File: src/rtl/core/tcfad_pkg.sv
// Package for the two-class queue with dequeue by class or oldest of any class.
// Holds the request and response word types, operation and status codes, and defaults.
// No dependencies.
package tcfad_pkg;

   localparam int ClassDepthDefault = 16;
   localparam int TagBitsDefault    = 16;
   localparam int TagFieldBits      = 16;

   localparam logic OP_ENQUEUE = 1'b0;
   localparam logic OP_DEQUEUE = 1'b1;

   localparam logic [1:0] SEL_CLASS0 = 2'd0;
   localparam logic [1:0] SEL_CLASS1 = 2'd1;
   localparam logic [1:0] SEL_ANY    = 2'd2;

   localparam logic [1:0] ST_ENQUEUED  = 2'd0;
   localparam logic [1:0] ST_DEQUEUED  = 2'd1;
   localparam logic [1:0] ST_FULL      = 2'd2;
   localparam logic [1:0] ST_NOT_FOUND = 2'd3;

   typedef struct packed {
      logic                    opcode;
      logic                    item_class;
      logic [TagFieldBits-1:0] item_tag;
      logic [1:0]              dequeue_select;
   } req_type;

   typedef struct packed {
      logic [1:0]              status;
      logic [TagFieldBits-1:0] out_tag;
      logic                    out_class;
   } rsp_type;

   typedef struct packed {
      logic empty;
      logic full;
   } fifo_status_type;

endpackage

File: src/rtl/core/two_class_fifo_with_any_dequeue_top.sv
// Top level of the two-class queue with dequeue by class or oldest of any class.
// Instantiates two tcfad_class_fifo queues; depends on tcfad_pkg.
//
//   Channel   Direction  Ports                        Word
//   request   in         req_valid, req_ready, req_data   tcfad_pkg::req_type
//   response  out        rsp_valid, rsp_ready, rsp_data   tcfad_pkg::rsp_type
//
// One word per cycle while responses are taken: a word is registered on entry, handled
// from the input register against both queue heads, and its response registered.
// Reset clears the pointers and the arrival counter; the queue memories are not
// cleared. A stalled response holds the input register, which then blocks entry.
module two_class_fifo_with_any_dequeue_top #(
   parameter int CLASS_DEPTH = tcfad_pkg::ClassDepthDefault,
   parameter int TAG_BITS    = tcfad_pkg::TagBitsDefault
) (
   input  logic               clock,
   input  logic               reset,
   input  logic               req_valid,
   output logic               req_ready,
   input  tcfad_pkg::req_type req_data,
   output logic               rsp_valid,
   input  logic               rsp_ready,
   output tcfad_pkg::rsp_type rsp_data
);

   localparam int StoreTagBits = (TAG_BITS < tcfad_pkg::TagFieldBits) ?
                                 TAG_BITS : tcfad_pkg::TagFieldBits;
   localparam int StampBits    = $clog2(4 * CLASS_DEPTH);
   localparam int DiffBits     = StampBits + 1;
   localparam int DataBits     = StoreTagBits + StampBits;

   tcfad_pkg::req_type         in_ff;
   logic                       in_v_ff;
   logic                       in_v_in;
   tcfad_pkg::rsp_type         rsp_ff;
   tcfad_pkg::rsp_type         rsp_in;
   logic                       rsp_v_ff;
   logic                       rsp_v_in;
   logic [StampBits-1:0]       arrival_ff;
   logic [StampBits-1:0]       arrival_in;
   logic                       take;
   logic                       proc;
   logic                       push0;
   logic                       push1;
   logic                       pop0;
   logic                       pop1;
   logic [DataBits-1:0]        push_data;
   tcfad_pkg::fifo_status_type stat0;
   tcfad_pkg::fifo_status_type stat1;
   logic [DataBits-1:0]        head0;
   logic [DataBits-1:0]        head1;
   logic [DiffBits-1:0]        diff;
   logic [DiffBits-1:0]        fwd;
   logic                       class1_older;

   assign take      = req_valid && req_ready;
   assign proc      = in_v_ff && (!rsp_v_ff || rsp_ready);
   assign req_ready = !in_v_ff || proc;
   assign rsp_valid = rsp_v_ff;
   assign rsp_data  = rsp_ff;
   assign in_v_in   = take ? 1'b1 : (proc ? 1'b0 : in_v_ff);
   assign rsp_v_in  = proc ? 1'b1 : (rsp_ready ? 1'b0 : rsp_v_ff);
   assign push_data = {in_ff.item_tag[StoreTagBits-1:0], arrival_ff};

   // Class 1 head is older when the forward distance to the class 0 stamp is
   // nonzero and below half the stamp range.
   assign diff = {1'b0, head0[StampBits-1:0]} - {1'b0, head1[StampBits-1:0]};
   assign fwd  = diff[StampBits] ? diff + DiffBits'(4 * CLASS_DEPTH) : diff;
   assign class1_older = (fwd != '0) && (fwd < DiffBits'(2 * CLASS_DEPTH));

   always_comb begin
      push0  = 1'b0;
      push1  = 1'b0;
      pop0   = 1'b0;
      pop1   = 1'b0;
      rsp_in = '{status: tcfad_pkg::ST_NOT_FOUND, out_tag: '0, out_class: 1'b0};
      if (in_ff.opcode == tcfad_pkg::OP_ENQUEUE) begin
         if (in_ff.item_class ? stat1.full : stat0.full) begin
            rsp_in.status = tcfad_pkg::ST_FULL;
         end else begin
            push0         = proc && !in_ff.item_class;
            push1         = proc && in_ff.item_class;
            rsp_in.status = tcfad_pkg::ST_ENQUEUED;
         end
      end else begin
         unique case (in_ff.dequeue_select)
            tcfad_pkg::SEL_CLASS0: pop0 = !stat0.empty;
            tcfad_pkg::SEL_CLASS1: pop1 = !stat1.empty;
            tcfad_pkg::SEL_ANY: begin
               if (!stat0.empty && !stat1.empty) begin
                  pop1 = class1_older;
                  pop0 = !class1_older;
               end else begin
                  pop0 = !stat0.empty;
                  pop1 = !stat1.empty;
               end
            end
            default: begin
               pop0 = 1'b0;
               pop1 = 1'b0;
            end
         endcase
         if (pop0) begin
            rsp_in.status  = tcfad_pkg::ST_DEQUEUED;
            rsp_in.out_tag = tcfad_pkg::TagFieldBits'(head0[DataBits-1:StampBits]);
         end else if (pop1) begin
            rsp_in.status    = tcfad_pkg::ST_DEQUEUED;
            rsp_in.out_tag   = tcfad_pkg::TagFieldBits'(head1[DataBits-1:StampBits]);
            rsp_in.out_class = 1'b1;
         end
         pop0 = pop0 && proc;
         pop1 = pop1 && proc;
      end
   end

   assign arrival_in = (push0 || push1) ?
                       ((arrival_ff == StampBits'(4 * CLASS_DEPTH - 1)) ?
                        '0 : arrival_ff + StampBits'(1)) :
                       arrival_ff;

   always_ff @(posedge clock) begin
      if (reset) begin
         in_v_ff    <= 1'b0;
         rsp_v_ff   <= 1'b0;
         arrival_ff <= '0;
      end else begin
         in_v_ff    <= in_v_in;
         rsp_v_ff   <= rsp_v_in;
         arrival_ff <= arrival_in;
      end
   end

   always_ff @(posedge clock) begin
      if (take) begin
         in_ff <= req_data;
      end
      if (proc) begin
         rsp_ff <= rsp_in;
      end
   end

   tcfad_class_fifo #(
      .DEPTH     (CLASS_DEPTH),
      .DATA_BITS (DataBits)
   ) u_class0 (
      .clock       (clock),
      .reset       (reset),
      .push        (push0),
      .push_data   (push_data),
      .pop         (pop0),
      .fifo_status (stat0),
      .head_data   (head0)
   );

   tcfad_class_fifo #(
      .DEPTH     (CLASS_DEPTH),
      .DATA_BITS (DataBits)
   ) u_class1 (
      .clock       (clock),
      .reset       (reset),
      .push        (push1),
      .push_data   (push_data),
      .pop         (pop1),
      .fifo_status (stat1),
      .head_data   (head1)
   );

endmodule

File: src/rtl/core/tcfad_class_fifo.sv
// One class queue: a memory of tag and stamp entries with read and write pointers.
// The head entry is kept in a register read from the memory each cycle.
// Depends on tcfad_pkg.
module tcfad_class_fifo #(
   parameter int DEPTH     = tcfad_pkg::ClassDepthDefault,
   parameter int DATA_BITS = 22
) (
   input  logic                          clock,
   input  logic                          reset,
   input  logic                          push,
   input  logic [DATA_BITS-1:0]          push_data,
   input  logic                          pop,
   output tcfad_pkg::fifo_status_type    fifo_status,
   output logic [DATA_BITS-1:0]          head_data
);

   localparam int PtrBits = $clog2(2 * DEPTH);
   localparam int IdxBits = $clog2(DEPTH);

   logic [DATA_BITS-1:0] mem [DEPTH];
   logic [DATA_BITS-1:0] head_ff;
   logic [PtrBits-1:0]   rd_ptr_ff;
   logic [PtrBits-1:0]   rd_ptr_in;
   logic [PtrBits-1:0]   wr_ptr_ff;
   logic [PtrBits-1:0]   wr_ptr_in;
   logic [IdxBits-1:0]   rd_idx;
   logic [IdxBits-1:0]   rd_idx_next;
   logic [IdxBits-1:0]   wr_idx;

   function automatic logic [IdxBits-1:0] ptr_index(input logic [PtrBits-1:0] p);
      logic [PtrBits-1:0] q;
      q = (p >= PtrBits'(DEPTH)) ? p - PtrBits'(DEPTH) : p;
      return q[IdxBits-1:0];
   endfunction

   function automatic logic [PtrBits-1:0] ptr_next(input logic [PtrBits-1:0] p);
      return (p == PtrBits'(2 * DEPTH - 1)) ? '0 : p + PtrBits'(1);
   endfunction

   assign rd_idx      = ptr_index(rd_ptr_ff);
   assign wr_idx      = ptr_index(wr_ptr_ff);
   assign rd_ptr_in   = pop ? ptr_next(rd_ptr_ff) : rd_ptr_ff;
   assign wr_ptr_in   = push ? ptr_next(wr_ptr_ff) : wr_ptr_ff;
   assign rd_idx_next = ptr_index(rd_ptr_in);

   assign fifo_status.empty = (rd_ptr_ff == wr_ptr_ff);
   assign fifo_status.full  = (rd_ptr_ff != wr_ptr_ff) && (rd_idx == wr_idx);
   assign head_data         = head_ff;

   always_ff @(posedge clock) begin
      if (reset) begin
         rd_ptr_ff <= '0;
         wr_ptr_ff <= '0;
      end else begin
         rd_ptr_ff <= rd_ptr_in;
         wr_ptr_ff <= wr_ptr_in;
      end
   end

   // The head register follows the next read position; a word written to that
   // position in the same cycle is forwarded.
   always_ff @(posedge clock) begin
      if (push) begin
         mem[wr_idx] <= push_data;
      end
      if (push && (wr_idx == rd_idx_next)) begin
         head_ff <= push_data;
      end else begin
         head_ff <= mem[rd_idx_next];
      end
   end

endmodule

File: config.mk
export PLATFORM = sky130hd
export DESIGN_NAME = two_class_fifo_with_any_dequeue_top
export DESIGN_NICKNAME = d
export VERILOG_FILES = /design/src/rtl/core/tcfad_pkg.sv /design/src/rtl/core/two_class_fifo_with_any_dequeue_top.sv /design/src/rtl/core/tcfad_class_fifo.sv
export SDC_FILE = /design/constraint.sdc
export NUM_CORES = 1
export LEC_CHECK = 0
export BUFFER_PORTS_ARGS = -buffer_cell sky130_fd_sc_hd__buf_4
export CAP_MARGIN = 25
export CORE_ASPECT_RATIO = 1.25
export CORE_MARGIN = 3
export CORE_UTILIZATION = 67
export DETAILED_ROUTE_END_ITERATION = 12
export PLACE_DENSITY = 0.88
export SETUP_SLACK_MARGIN = 0.1
export SYNTH_ARGS = -nofsm -noshare
export SYNTH_HDL_FRONTEND = slang
export SYNTH_SLANG_ARGS = --single-unit
File: constraint.sdc
create_clock -name clock -period 9.25 [get_ports clock]
set_clock_uncertainty 0.2 [all_clocks]
set_input_delay 1.85 -clock clock [delete_from_list [all_inputs] [get_ports clock]]
set_output_delay 1.85 -clock clock [all_outputs]
set_load 0.005 [all_outputs]
==> metrics.md <==
| Metric | Value |
|---|---|
| Status | `complete, no violations` |
| WS Path Type | `flip-flop to flip-flop` |
| Number of global-route vias before repair | `15440` |
| Actual slew at the worst max-slew pin | `1089 ps` |
| Top-area cell type share of the netlist area | `74.26%` |
| Fin Setup TNS | `0 ps` |
| Cell family with most CP delay | `simple AND/OR/NAND/NOR gates` |
| Nature of the critical path startpoint | `flip-flop` |
| Sequential Area | `23050 sq um` |
| Post-synth ARST share | `0%` |
| FF-to-FF path depth | `12` |
| Largest cells by area after synthesis | `edfxtp_1, mux4_2, dfxtp_1` |
| Max stage delay on crit path | `880 ps` |
| Worst-path clk slew | `70 ps` |
| Initial antenna violation count | `0` |
| Largest net degree at the start of global routing | `56` |
| Clock share of power | `42.3%` |
| CP Capture Type | `flip-flop` |
| Core area | `44220 sq um` |
| Slew HR | `26.86%` |
| Yosys warns | `0` |
| Post-Synth XOR/XNOR Area | `0.4664%` |
| Leading area contributor after synthesis | `edfxtp_1` |
| Met3 Usage GRT | `5.026%` |
| Final period util | `63.89%` |
| FF+latch count, synth | `779` |
| Hold Path Class | `flip-flop to flip-flop` |
| EDFF count, synth | `743` |
| Total gr overflow | `0` |
| H-tree depth | `3` |
| Layout Cells excl Fill | `2085` |
| Latest clock arrival within the worst-skew pair | `620 ps` |
| Vias per cell | `7.271` |
| CTS tree | `yes` |
| Hold path startpoint | `u_class1.wr_ptr_ff[4]$_SDFFE_PP0P_` |
| P_sw | `1371 uW` |
| Buffers & Inverters on Critical Path | `0` |
| Post-Syn Nets | `1389` |
| Max FO, Critical Path | `41` |
| Peak supply drop | `0.2049 mV` |
| Residual DRC count | `0` |
| Area of the multi-input gates | `6798 sq um` |
| Most frequent cells in the layout | `edfxtp_1, mux4_2, buf_4` |
| Final Hold Viols | `0` |
| Hold Crit Depth | `2` |
| Die X | `195.4 um` |
| Cts repair resizes | `0` |
| Final Setup Violations | `0` |
| RSZ-0062 raised after global routing | `false` |
| Cell Int Power | `5547 uW` |
| Mux cell area share after synthesis | `16.61%` |
| Worst path cell trace | `mux4_2, mux4_2, ha_1, fa_1, nor2b_1, nor4_1, o21ai_0, a21oi_1, or4_1, and3_4, nor3_4, a32o_1` |
| Main synth FF type | `edfxtp_1` |
| Root Buffer | `clkbuf_16` |
| P per Cell Area | `203.4 nW/um^2` |
| DR vias | `15160` |
| Total clock sinks | `779` |
| GRT Util Overall | `30.36%` |
| CTS buffer count | `71` |
| N_diodes | `0` |
| 1st-iter DRT viols | `2311` |
| DRT Pass-1 Iters | `5` |
| Sequential area share after synthesis | `76.66%` |
| Placement row count | `86` |
| Initial Utilization | `67.93%` |
| Layout fillers | `2048` |
| Met1 usage | `38.76%` |
| Post-Synth Adder-Cell Area | `1.024%` |
| Static leakage | `0.01070 uW` |
| Die height | `242.8 um` |
| DP HPWL | `37160 um` |
| Hold Path End | `u_class1.wr_ptr_ff[4]$_SDFFE_PP0P_` |
| Die area | `47430 sq um` |
| Hold WS | `313.0 ps` |
| Max-cap violation count | `0` |
| Comb power frac | `1.5%` |
| Fraction of layout cells with a size suffix above 1 | `31.06%` |
| First-pass GRT wire length | `103500 um` |
| Placed instance count | `1936` |
| GP Congestion | `0.7953` |
| Layout Area Growth over Synthesis | `13.21%` |
| DR WL/cell | `35.54 um` |
| Cts hold-fix bufs | `0` |
| Netlist Area Pre-Place | `30040 sq um` |
| Main combinational cell family by area after synthesis | `multiplexers` |
| Worst Path Required | `9490 ps` |
| Synth cell types | `52` |
| Synth Area in Compound Gates | `1.662%` |
| Setup Fix Bufs, Post-CTS | `0` |
| Io pins | `45` |
| DRT Wirelength | `74090 um` |
| Met2 GRT Util | `51.86%` |
| Post-Synth Simple-Gate Area | `2.528%` |
| Antenna-violating nets left | `0` |
| Mean Syn Cell Area | `22.40 sq um` |
| Crit path max-delay cell type | `dfxtp_4` |
| Most common cell after layout, fill and taps aside | `edfxtp_1` |
| Gr busiest metal | `met2` |
| Reg power frac | `56.2%` |
| CP arrival | `6150 ps` |
| I/O Buffers | `44` |
| Fin. max-slew vios | `0` |
| F_max | `0.1692 GHz` |
| Nets | `1506` |
| Net Sw Frac | `19.82%` |
| Clk buf depth | `3` |
| Final Critical Period | `5910 ps` |
| CP dominant cell by count | `mux4_2` |
| R2r setup slk | `3340 ps` |
| R2R Path End | `rsp_data[2]$_SDFFCE_PN0P_` |
| Post-synthesis cell count | `1341` |
-- metrics by stage --
stage / utilization, % / setup WS [ps] / total power [uW] / cell area [sq um]
2_1_floorplan: - / 3702 / 3998 / 30040
6_report: 76.91 / 3340 / 6919 / 34010
3_3_place_gp: 70.67 / 3967 / 4038 / 31250
3_5_place_dp: 70.67 / 3678 / 4047 / 31250
4_1_cts: 75.82 / 3581 / 6910 / 33530
5_1_grt: 76.91 / 3162 / 7075 / 34010
-- routing by layer --
metal / up-vias / routed length, um
li1: 5892 / -
met1: 7804 / 24510
met2: 1182 / 39110
met3: 283 / 6601
met4: 0 / 3872
met5: - / 0
-- cell usage after synthesis (all sizes together) (5+ instances only) --
library cell,number
nand2,34
mux2i,7
nand3,8
dfxtp,36
ha,23
a32o,18
nor2,45
inv,16
nor3,17
edfxtp,743
xor2,9
mux4,217
and2,5
clkbuf,34
nor2b,5
a21oi,20
xnor2,7
o21ai,12
nand2b,7
and3,5
buf,27
or4,5
-- logic make-up after synthesis --
family / after synthesis
DFF: 779
muxes: 227
and+or+nand+nor: 150
buffers and inverters: 77
AOI/OAI and AO/OA: 68
adders and majority gates: 24
xor gates and xnor gates: 16
-- registers in the layout, indices dropped and copies added (netlist names), 6 cells and up, named ones only --
signal / cells
rsp_data: 19
arrival_ff: 6
in_ff: 20
u_class1.mem: 352
u_class0.mem: 352
-- area by class of cell --
| type | instances | area share [%] |
|---|---|---|
| inverters | 16 | 0.1766 |
| multi-input cells | 485 | 19.99 |
| clock inverters | 43 | 0.9748 |
| flip-flops and latches | 779 | 67.77 |
| repair buffers | 105 | 3.274 |
| well taps | 572 | 2.104 |
| clock buffers | 85 | 5.720 |
-- power groups by stage --
stage | logic, uW | clock network, uW | registers [uW]
6_report | 107 | 2930 | 3890
5_1_grt | 112 | 3080 | 3890
4_1_cts | 63.8 | 2940 | 3910
2_1_floorplan | 36.8 | 0 | 3960
3_5_place_dp | 62.4 | 0 | 3980
3_3_place_gp | 58.8 | 0 | 3980
-- worst max-delay path by stage --
stage                     startpoint                         end  slack (ps)  cells after the start
after floorplan            flip-flop  rsp_data[10]$_SDFFCE_PN0P_        3700                     16
after global placement     flip-flop  rsp_data[14]$_SDFFCE_PN0P_        3970                     12
after detailed placement   flip-flop  rsp_data[13]$_SDFFCE_PN0P_        3680                     13
after CTS                  flip-flop  rsp_data[13]$_SDFFCE_PN0P_        3580                     12
after global routing       flip-flop   rsp_data[2]$_SDFFCE_PN0P_        3160                     12
final                      flip-flop   rsp_data[2]$_SDFFCE_PN0P_        3340                     12
-- worst register-to-register path: cells and delay by family, from the launching register on --
kind	cells	cell delay, ps
compound gates	3	710
mux	2	1280
simple gates	5	1920
flops	1	880
fa+ha+maj	2	760
Note: power is estimated with default switching activity, not from simulation.
